--- src/rtl/core/stop_and_wait_upload_sender_unit_defines.svh ---
// Assertion macros for the stop-and-wait upload sender.
// Used by the top level; no other dependencies.
`ifndef STOP_AND_WAIT_UPLOAD_SENDER_UNIT_DEFINES_SVH
`define STOP_AND_WAIT_UPLOAD_SENDER_UNIT_DEFINES_SVH

`ifndef ASSERT_OFF
`define SWUS_ASSERT_IMPL(lbl, clk, rstn, ante, cons) \
	lbl: assert property (@(posedge clk) disable iff (!(rstn)) (ante) |-> (cons)) \
		else $error("assertion failed");
`define SWUS_ASSERT_NEXT(lbl, clk, rstn, ante, cons) \
	lbl: assert property (@(posedge clk) disable iff (!(rstn)) (ante) |=> (cons)) \
		else $error("assertion failed");
`define SWUS_ASSERT_NEVER(lbl, clk, rstn, expr) \
	lbl: assert property (@(posedge clk) disable iff (!(rstn)) !(expr)) \
		else $error("assertion failed");
`else
`define SWUS_ASSERT_IMPL(lbl, clk, rstn, ante, cons)
`define SWUS_ASSERT_NEXT(lbl, clk, rstn, ante, cons)
`define SWUS_ASSERT_NEVER(lbl, clk, rstn, expr)
`endif

`endif

--- src/rtl/core/swus_pkg.sv ---
// Shared types and constants for the stop-and-wait upload sender.
// No dependencies.
package swus_pkg;

	localparam logic [10:0] BLOCK_BYTES = 11'd1024;
	localparam logic [7:0]  CRED_MAX    = 8'd64;
	localparam logic [8:0]  NAME_BUF    = 9'd16;
	localparam logic [7:0]  NAME_MIN    = 8'd4;
	localparam logic [7:0]  NAME_MAX    = 8'd10;
	localparam logic [7:0]  T_HELLO     = 8'd1;
	localparam logic [7:0]  T_WRQ       = 8'd2;

	localparam int          CFG_IDX_W   = 2;
	localparam logic [3:0]  RETRY_RST   = 4'd5;
	localparam logic [7:0]  ACK_RST     = 8'd4;
	localparam logic [7:0]  DATA_RST    = 8'd3;
	localparam logic [7:0]  FIN_RST     = 8'd5;

	typedef enum logic [CFG_IDX_W-1:0] {
		REG_RETRY_LIMIT = 2'd0,
		REG_ACK_CODE    = 2'd1,
		REG_DATA_CODE   = 2'd2,
		REG_FIN_CODE    = 2'd3
	} cfg_reg_t;

	typedef enum logic [2:0] {
		CMD_START   = 3'd0,
		CMD_BLOCK   = 3'd1,
		CMD_EOS     = 3'd2,
		CMD_REPLY   = 3'd3,
		CMD_TIMEOUT = 3'd4,
		CMD_IOERR   = 3'd5
	} cmd_t;

	typedef enum logic [2:0] {
		PH_IDLE  = 3'd0,
		PH_HELLO = 3'd1,
		PH_WRQ   = 3'd2,
		PH_DATA  = 3'd3,
		PH_FIN   = 3'd4,
		PH_DONE  = 3'd5
	} phase_t;

	typedef enum logic [2:0] {
		ST_BUSY      = 3'd0,
		ST_DONE      = 3'd1,
		ST_BAD_CRED  = 3'd2,
		ST_BAD_NAME  = 3'd3,
		ST_REJECTED  = 3'd4,
		ST_RETRIES   = 3'd5,
		ST_IO_ERROR  = 3'd6
	} status_t;

	typedef struct packed {
		logic [3:0] retry_limit;
		logic [7:0] ack_code;
		logic [7:0] data_code;
		logic [7:0] fin_code;
	} cfg_t;

	// first member sits in the top bits
	typedef struct packed {
		logic [7:0]  reply_seq;
		logic [7:0]  reply_type;
		logic [10:0] reply_length;
		logic [10:0] block_length;
		logic        name_is_ascii;
		logic [7:0]  name_length;
		logic [7:0]  cred_length;
	} item_t;

	typedef struct packed {
		logic [2:0]  phase_now;
		logic [2:0]  status;
		logic        want_block;
		logic [10:0] send_payload_length;
		logic        send_seq;
		logic [7:0]  send_type;
		logic        send_now;
	} result_t;

endpackage

--- src/rtl/core/swus_cfg.sv ---
// Configuration register bank for the upload sender.
// Depends on swus_pkg.
module swus_cfg (
	input  logic                          clk,
	input  logic                          arst_n,
	input  logic                          wr_en,
	input  logic [swus_pkg::CFG_IDX_W-1:0] wr_index,
	input  logic [7:0]                    wr_data,
	output swus_pkg::cfg_t                cfg
);

	swus_pkg::cfg_t cfg_q;

	always_ff @(posedge clk or negedge arst_n) begin
		if (!arst_n) begin
			cfg_q.retry_limit <= swus_pkg::RETRY_RST;
			cfg_q.ack_code    <= swus_pkg::ACK_RST;
			cfg_q.data_code   <= swus_pkg::DATA_RST;
			cfg_q.fin_code    <= swus_pkg::FIN_RST;
		end else if (wr_en) begin
			unique case (swus_pkg::cfg_reg_t'(wr_index))
				swus_pkg::REG_RETRY_LIMIT: cfg_q.retry_limit <= wr_data[3:0];
				swus_pkg::REG_ACK_CODE:    cfg_q.ack_code    <= wr_data;
				swus_pkg::REG_DATA_CODE:   cfg_q.data_code   <= wr_data;
				swus_pkg::REG_FIN_CODE:    cfg_q.fin_code    <= wr_data;
				default: ;
			endcase
		end
	end

	assign cfg = cfg_q;

endmodule

--- src/rtl/core/swus_core.sv ---
// Protocol state and next-state logic of the upload sender.
// Depends on swus_pkg; one item is evaluated per enabled cycle.
module swus_core (
	input  logic              clk,
	input  logic              arst_n,
	input  logic              step,
	input  logic [2:0]        cmd,
	input  swus_pkg::item_t   item,
	input  swus_pkg::cfg_t    cfg,
	output swus_pkg::result_t res
);

	swus_pkg::phase_t phase_q, phase_d;
	logic        seq_q, seq_d;
	logic [3:0]  attempts_q, attempts_d;
	logic [7:0]  pend_type_q, pend_type_d;
	logic [10:0] pend_len_q, pend_len_d;
	logic        await_q, await_d;
	logic [3:0]  saved_nlen_q, saved_nlen_d;

	logic        busy;
	logic        name_ok;
	logic        cred_bad;
	logic        lost;
	logic [10:0] name_pdu_len;
	logic [10:0] blk_len;
	logic        send;
	logic [7:0]  send_type;
	logic [10:0] send_len;
	swus_pkg::status_t status;

	assign busy = (phase_q == swus_pkg::PH_HELLO) || (phase_q == swus_pkg::PH_WRQ) ||
		(phase_q == swus_pkg::PH_DATA) || (phase_q == swus_pkg::PH_FIN);
	assign name_ok = (item.name_length >= swus_pkg::NAME_MIN) &&
		(item.name_length <= swus_pkg::NAME_MAX) && item.name_is_ascii &&
		(({1'b0, item.name_length} + 9'd1) <= swus_pkg::NAME_BUF);
	assign cred_bad = (item.cred_length == 8'd0) || (item.cred_length >= swus_pkg::CRED_MAX);
	assign lost = (swus_pkg::cmd_t'(cmd) == swus_pkg::CMD_TIMEOUT) ||
		(item.reply_length < 11'd2) || (item.reply_type != cfg.ack_code) ||
		(item.reply_seq != {7'd0, seq_q});
	assign name_pdu_len = {7'd0, saved_nlen_q} + 11'd1;
	assign blk_len = (item.block_length > swus_pkg::BLOCK_BYTES) ?
		swus_pkg::BLOCK_BYTES : item.block_length;

	always_comb begin
		phase_d      = phase_q;
		seq_d        = seq_q;
		attempts_d   = attempts_q;
		pend_type_d  = pend_type_q;
		pend_len_d   = pend_len_q;
		await_d      = await_q;
		saved_nlen_d = saved_nlen_q;
		send         = 1'b0;
		send_type    = 8'd0;
		send_len     = 11'd0;
		status       = swus_pkg::ST_BUSY;

		unique case (swus_pkg::cmd_t'(cmd))
			swus_pkg::CMD_START: begin
				if (!busy) begin
					saved_nlen_d = name_ok ? item.name_length[3:0] : 4'd0;
					if (cred_bad) begin
						phase_d = swus_pkg::PH_IDLE;
						await_d = 1'b0;
						status  = swus_pkg::ST_BAD_CRED;
					end else begin
						phase_d     = swus_pkg::PH_HELLO;
						seq_d       = 1'b0;
						pend_type_d = swus_pkg::T_HELLO;
						pend_len_d  = {3'd0, item.cred_length};
						attempts_d  = 4'd1;
						await_d     = 1'b1;
						send        = 1'b1;
					end
				end
			end
			swus_pkg::CMD_BLOCK, swus_pkg::CMD_EOS: begin
				if (phase_q == swus_pkg::PH_DATA && !await_q) begin
					attempts_d = 4'd1;
					await_d    = 1'b1;
					send       = 1'b1;
					// an empty block closes the transfer like end of source
					if (swus_pkg::cmd_t'(cmd) == swus_pkg::CMD_EOS ||
						item.block_length == 11'd0) begin
						phase_d     = swus_pkg::PH_FIN;
						pend_type_d = cfg.fin_code;
						pend_len_d  = name_pdu_len;
					end else begin
						pend_type_d = cfg.data_code;
						pend_len_d  = blk_len;
					end
				end
			end
			swus_pkg::CMD_REPLY, swus_pkg::CMD_TIMEOUT: begin
				if (busy && await_q) begin
					priority if (lost) begin
						if (attempts_q >= cfg.retry_limit) begin
							phase_d = swus_pkg::PH_IDLE;
							await_d = 1'b0;
							status  = swus_pkg::ST_RETRIES;
						end else begin
							attempts_d = attempts_q + 4'd1;
							send       = 1'b1;
						end
					end else if (item.reply_length > 11'd2) begin
						phase_d = swus_pkg::PH_IDLE;
						await_d = 1'b0;
						status  = swus_pkg::ST_REJECTED;
					end else begin
						await_d = 1'b0;
						unique case (phase_q)
							swus_pkg::PH_HELLO: begin
								if (saved_nlen_q == 4'd0) begin
									phase_d = swus_pkg::PH_IDLE;
									status  = swus_pkg::ST_BAD_NAME;
								end else begin
									phase_d     = swus_pkg::PH_WRQ;
									seq_d       = 1'b1;
									pend_type_d = swus_pkg::T_WRQ;
									pend_len_d  = name_pdu_len;
									attempts_d  = 4'd1;
									await_d     = 1'b1;
									send        = 1'b1;
								end
							end
							swus_pkg::PH_WRQ: begin
								phase_d = swus_pkg::PH_DATA;
								seq_d   = 1'b0;
							end
							swus_pkg::PH_DATA: seq_d = ~seq_q;
							default: begin
								phase_d = swus_pkg::PH_DONE;
								status  = swus_pkg::ST_DONE;
							end
						endcase
					end
				end
			end
			swus_pkg::CMD_IOERR: begin
				if (busy) begin
					phase_d = swus_pkg::PH_IDLE;
					await_d = 1'b0;
					status  = swus_pkg::ST_IO_ERROR;
				end
			end
			default: ;
		endcase

		if (send) begin
			send_type = pend_type_d;
			send_len  = pend_len_d;
		end
	end

	always_ff @(posedge clk or negedge arst_n) begin
		if (!arst_n) begin
			phase_q      <= swus_pkg::PH_IDLE;
			seq_q        <= 1'b0;
			attempts_q   <= 4'd0;
			pend_type_q  <= 8'd0;
			pend_len_q   <= 11'd0;
			await_q      <= 1'b0;
			saved_nlen_q <= 4'd0;
		end else if (step) begin
			phase_q      <= phase_d;
			seq_q        <= seq_d;
			attempts_q   <= attempts_d;
			pend_type_q  <= pend_type_d;
			pend_len_q   <= pend_len_d;
			await_q      <= await_d;
			saved_nlen_q <= saved_nlen_d;
		end
	end

	assign res.send_now            = send;
	assign res.send_type           = send_type;
	assign res.send_seq            = send & seq_d;
	assign res.send_payload_length = send_len;
	assign res.want_block          = (phase_d == swus_pkg::PH_DATA) && !await_d;
	assign res.status              = status;
	assign res.phase_now           = phase_d;

endmodule

--- src/rtl/core/stop_and_wait_upload_sender_unit.sv ---
// Stop-and-wait upload sender: top level with input and result registers.
// Depends on swus_pkg, swus_cfg, swus_core and the defines header.
//
// Usage:
//  - s_* takes event items: s_tuser carries the event code, s_tdata the
//    lengths and the reply header fields.
//  - m_* gives one result item per event: whether a PDU goes out now and
//    its header, whether a new data block is wanted, the end status and
//    the phase after the event.
//  - cfg_* writes the retry limit and the PDU type codes; write only while
//    no event is in flight. cfg_ready is always high.
//  - An accepted item sits in the input register, and the protocol step
//    fills the result register once it is free or is being taken.
//  - Throughput is one item per cycle while m_tready stays high; the state
//    update is a single compare-and-select step between the input and result registers.
//  - Reset puts the configuration and state registers at their default values
//    and the protocol in idle; no PDU is pending.
//  - When m_tready is low the result register holds, the input register
//    fills behind it, and s_tready drops only once both are occupied.
`include "stop_and_wait_upload_sender_unit_defines.svh"

module stop_and_wait_upload_sender_unit (
	input  logic                          clk,
	input  logic                          arst_n,
	input  logic                          s_tvalid,
	output logic                          s_tready,
	// cred_length[7:0], name_length[15:8], name_is_ascii[16],
	// block_length[27:17], reply_length[38:28], reply_type[46:39],
	// reply_seq[54:47], zero[55]
	input  logic [55:0]                   s_tdata,
	// cmd[2:0]
	input  logic [2:0]                    s_tuser,
	output logic                          m_tvalid,
	input  logic                          m_tready,
	// send_now[0], send_type[8:1], send_seq[9], send_payload_length[20:10],
	// want_block[21], status[24:22], phase_now[27:25], zero[31:28]
	output logic [31:0]                   m_tdata,
	input  logic                          cfg_valid,
	output logic                          cfg_ready,
	input  logic [swus_pkg::CFG_IDX_W-1:0] cfg_index,
	input  logic [7:0]                    cfg_data
);

	logic              valid_s1;
	swus_pkg::item_t   item_s1;
	logic [2:0]        cmd_s1;
	logic              advance;
	logic              out_valid_q;
	swus_pkg::result_t res_q;
	swus_pkg::result_t res_d;
	swus_pkg::cfg_t    cfg;

	assign advance   = valid_s1 && (!out_valid_q || m_tready);
	assign s_tready  = !valid_s1 || advance;
	assign cfg_ready = 1'b1;

	swus_cfg u_cfg (
		.clk      (clk),
		.arst_n   (arst_n),
		.wr_en    (cfg_valid),
		.wr_index (cfg_index),
		.wr_data  (cfg_data),
		.cfg      (cfg)
	);

	swus_core u_core (
		.clk    (clk),
		.arst_n (arst_n),
		.step   (advance),
		.cmd    (cmd_s1),
		.item   (item_s1),
		.cfg    (cfg),
		.res    (res_d)
	);

	always_ff @(posedge clk or negedge arst_n) begin
		if (!arst_n) begin
			valid_s1 <= 1'b0;
		end else if (s_tready) begin
			valid_s1 <= s_tvalid;
		end
	end

	always_ff @(posedge clk) begin
		if (s_tvalid && s_tready) begin
			item_s1 <= s_tdata[54:0];
			cmd_s1  <= s_tuser;
		end
	end

	always_ff @(posedge clk or negedge arst_n) begin
		if (!arst_n) begin
			out_valid_q <= 1'b0;
		end else if (advance) begin
			out_valid_q <= 1'b1;
		end else if (m_tready) begin
			out_valid_q <= 1'b0;
		end
	end

	always_ff @(posedge clk) begin
		if (advance) begin
			res_q <= res_d;
		end
	end

	assign m_tvalid = out_valid_q;
	assign m_tdata  = {4'd0, res_q};

	// a stalled item in the input register is never dropped
	`SWUS_ASSERT_NEXT(a_s1_hold, clk, arst_n, valid_s1 && !advance, valid_s1)
	// every step lands in the result register
	`SWUS_ASSERT_NEXT(a_res_load, clk, arst_n, advance, m_tvalid)
	// a block request means nothing awaits an ACK, so no PDU goes out with it
	`SWUS_ASSERT_NEVER(a_want_send, clk, arst_n, m_tvalid && res_q.want_block && res_q.send_now)
	// an end status leaves the protocol idle or finished
	`SWUS_ASSERT_IMPL(a_end_phase, clk, arst_n,
		m_tvalid && (res_q.status != swus_pkg::ST_BUSY),
		(res_q.phase_now == swus_pkg::PH_IDLE) || (res_q.phase_now == swus_pkg::PH_DONE))

endmodule
--- config.mk ---
export PLATFORM = sky130hd
export DESIGN_NAME = stop_and_wait_upload_sender_unit
export DESIGN_NICKNAME = d
export VERILOG_FILES = /design/src/rtl/core/swus_pkg.sv /design/src/rtl/core/swus_cfg.sv /design/src/rtl/core/swus_core.sv /design/src/rtl/core/stop_and_wait_upload_sender_unit.sv
export VERILOG_INCLUDE_DIRS = /design/src /design/src/rtl/core
export SDC_FILE = /design/constraint.sdc
export NUM_CORES = 1
export LEC_CHECK = 0
export ABC_CLOCK_PERIOD_IN_PS = 6950
export BUFFER_PORTS_ARGS = -buffer_cell sky130_fd_sc_hd__buf_2
export CAP_MARGIN = 20
export CORE_ASPECT_RATIO = 1.5
export CORE_MARGIN = 3
export CORE_UTILIZATION = 57
export DETAILED_ROUTE_END_ITERATION = 12
export GPL_ROUTABILITY_DRIVEN = 0
export GPL_TIMING_DRIVEN = 0
export MAX_ROUTING_LAYER = met4
export PLACE_DENSITY = 0.88
export SYNTH_ARGS = -nofsm -noshare
export SYNTH_HDL_FRONTEND = slang
export SYNTH_SLANG_ARGS = --single-unit
--- constraint.sdc ---
create_clock -name clk -period 6.95 [get_ports clk]
set_clock_uncertainty 0.05 [all_clocks]
set_input_delay 1.39 -clock clk [delete_from_list [all_inputs] [get_ports clk]]
set_output_delay 1.39 -clock clk [all_outputs]
set_load 0.05 [all_outputs]
==> flow_summary.json <==
{
  "synth-edff-count": 86,
  "die_w_um": 93.9,
  "setup_viol": 0,
  "syn_inst": 508,
  "yosysUniqueCellTypes": 75,
  "syn_area_um2": 6600,
  "antenna_cells": 0,
  "die_h_um": 138,
  "maxSlewHeadroom": 0.388,
  "crit_top_cell": "buf_2",
  "drt.antenna.violating_nets": 0,
  "grt_overflow": 0,
  "cts_tree": "yes",
  "clk_pin_slew_ns": 0.06,
  "synth_flop_cell": "edfxtp_1",
  "dr_total_vias": 4721,
  "port_buffers": 102,
  "setup.worst_path.class": "in -> out",
  "via_per_inst": 5.95,
  "grt_max_degree": 47,
  "drv_cap": 0,
  "initial_core_util": 0.591,
  "drtPass1Iterations": 6,
  "dp.cells": 762,
  "crit_arrival_ns": 1.91,
  "antenna_found_initial": 0,
  "worstPathMaxFanout": 3,
  "yosys-top-cells-count": "edfxtp_1 (86), dfrtp_1 (55), nor2_1 (42)",
  "max_freq_mhz": 298,
  "final_cells": 794,
  "leakage_uw": 0.00332,
  "post_drt_wl_per_cell_um": 18.3,
  "synth_area_leaders": "edfxtp_1 (39%), dfrtp_1 (21%), mux2_2 (4.4%), dfstp_2 (2.8%), nor2_1 (2.4%)",
  "io_pins": 109,
  "crit_family": "buffers and inverters",
  "final_util": 0.715,
  "clockRootBuffer": "clkbuf_16",
  "wirelength_um": 14500,
  "pwr_density_cell_nw_per_um2": 302,
  "maxSlewViolCount": 0,
  "status": "finished clean",
  "cts.sinks": 148,
  "rsz0062_at_grt": "false",
  "placed_cell_area_um2": 7350,
  "core_area_um2": 11200,
  "finish.instance_area_um2": 7990,
  "yosysTopAreaCell": "edfxtp_1",
  "yosysWarnings": 0,
  "startpoint_type": "input port",
  "final_nets": 715,
  "required_ns": 5.51,
  "cts_inserted_buffers": 17,
  "area_growth_pct": 21.1,
  "grt_usage": 0.246,
  "final_hold_viol_count": 0,
  "cts-hold-fix-buffers": 0,
  "ir_drop_mv": 0.210,
  "cts_max_level": 4,
  "dp_hpwl_um": 10100,
  "critical_path.cell_chain": "buf_2 -> nand3b_1 -> buf_2",
  "drive_gt1_frac": 0.317,
  "endpoint_kind": "output port",
  "hp-class": "reg -> reg",
  "syn_area_per_cell_um2": 13.0,
  "synth_most_common_cell": "edfxtp_1",
  "yosysTopAreaCellShare": 0.391,
  "drtIter0Drc": 443,
  "setup_slack_ns": 3.60,
  "worst-path-buf-inv": 2,
  "post_cts_resized": 0,
  "worstSkewPairLatency_ns": 0.42,
  "preCtsSetupSlack_ns": 3.56,
  "fin_setup_tns_ns": 0,
  "worstMarginPinSlew_ns": 0.918,
  "ys_ff_latch": 148,
  "ys_seq_area_frac": 0.628,
  "drc_errors": 0,
  "grt_pass1_wl_um": 23400,
  "core.rowCount": 47,
  "finalCriticalPeriod_ns": 3.35,
  "postCtsSetupBuffers": 0,
  "cpPeakStageDelay_ns": 0.24,
  "post-route-period-util": 0.483,
  "die_area_um2": 12900,
  "clk_path_buf_depth": 2,
  "grt_pass1_vias": 4812,
  "slowest_stage": "buf_2",
  "async_flop_share": 0.419
}
==> where the power goes <==
part           total (µW)  switching (µW)  internal [µW]
sequential           1090            56.8           1030
clock                 991             338            653
combinational         331             208            123
==> sequential cells by signal (all words and copies together), names as in the netlist <==
name / cells
u_core.saved_nlen_q: 4
cmd_s1: 3
item_s1: 55
valid_s1: 1
u_cfg.cfg: 28
u_core.seq_q: 1
m_tvalid: 1
u_core.pend_len_q: 11
u_core.attempts_q: 4
m_tdata: 28
u_core.phase_q: 3
u_core.await_q: 1
u_core.pend_type_q: 8
==> placed cells by master, fill, tap and decap left out, drive strengths merged, types with 10 or more instances in the layout <==
cell and count:
dfrtp 55, nand2 38, buf 116, a21oi 28, clkbuf 29, inv 19
xnor2 10, a22o 13, o21ai 18, edfxtp 86, mux2 28, nor2 44
nand3 15
==> cell families (layout without fill, tap and decap cells) <==
logic type,after synthesis,after routing,synth area share
other,2,5,0.00114
AOI/OAI and AO/OA,109,109,0.122
DFF,148,148,0.628
and+or+nand+nor,156,156,0.131
buffers and inverters,39,175,0.0298
xor gates and xnor gates,12,12,0.0159
adders and majority gates,7,7,0.0133
muxes,35,35,0.0595
==> routing by layer <==
metal  global-route usage  part of all wire  up-vias
met2                0.403              0.51      252
met4                0.153             0.056        0
li1                     -                 -     2152
met5                    -                 0        -
met3               0.0601             0.067       78
met1                0.269              0.36     2239
==> path summary, 6_finish.rpt <==
path / startpoint / end / slack, ns / depth (start not counted)
max in group asynchronous: arst_n / u_core.saved_nlen_q[3] / 5.25 / 2
max reg2reg: u_core.phase_q[1] / u_core.attempts_q[2] / 3.95 / 7
min in group asynchronous: arst_n / u_core.attempts_q[3] / 0.98 / 1
min reg2reg: u_core.pend_len_q[10] / u_core.pend_len_q[10] / 0.44 / 1
min: u_core.pend_len_q[10] / u_core.pend_len_q[10] / 0.44 / 1
max: m_tready / s_tready / 3.60 / 3
==> metrics by stage <==
step | hold WS (ns) | power (µW)
after floorplan | 0.406 | 1320
after global placement | 0.422 | 1400
final | 0.440 | 2410
after CTS | 0.442 | 2410
after detailed placement | 0.424 | 1420
after global routing | 0.454 | 2500
==> area by class of cell <==
type                    count  area [µm²]
plain buffers              19         123
clock buffers              22         464
well taps                 147         184
clock inverters            10         178
fillers                   766        3180
flip-flops and latches    148        4140
multi-input cells         324        2270
repair buffers            104         551
inverters                  20        75.1
Note: power is estimated with default switching activity, not from simulation.
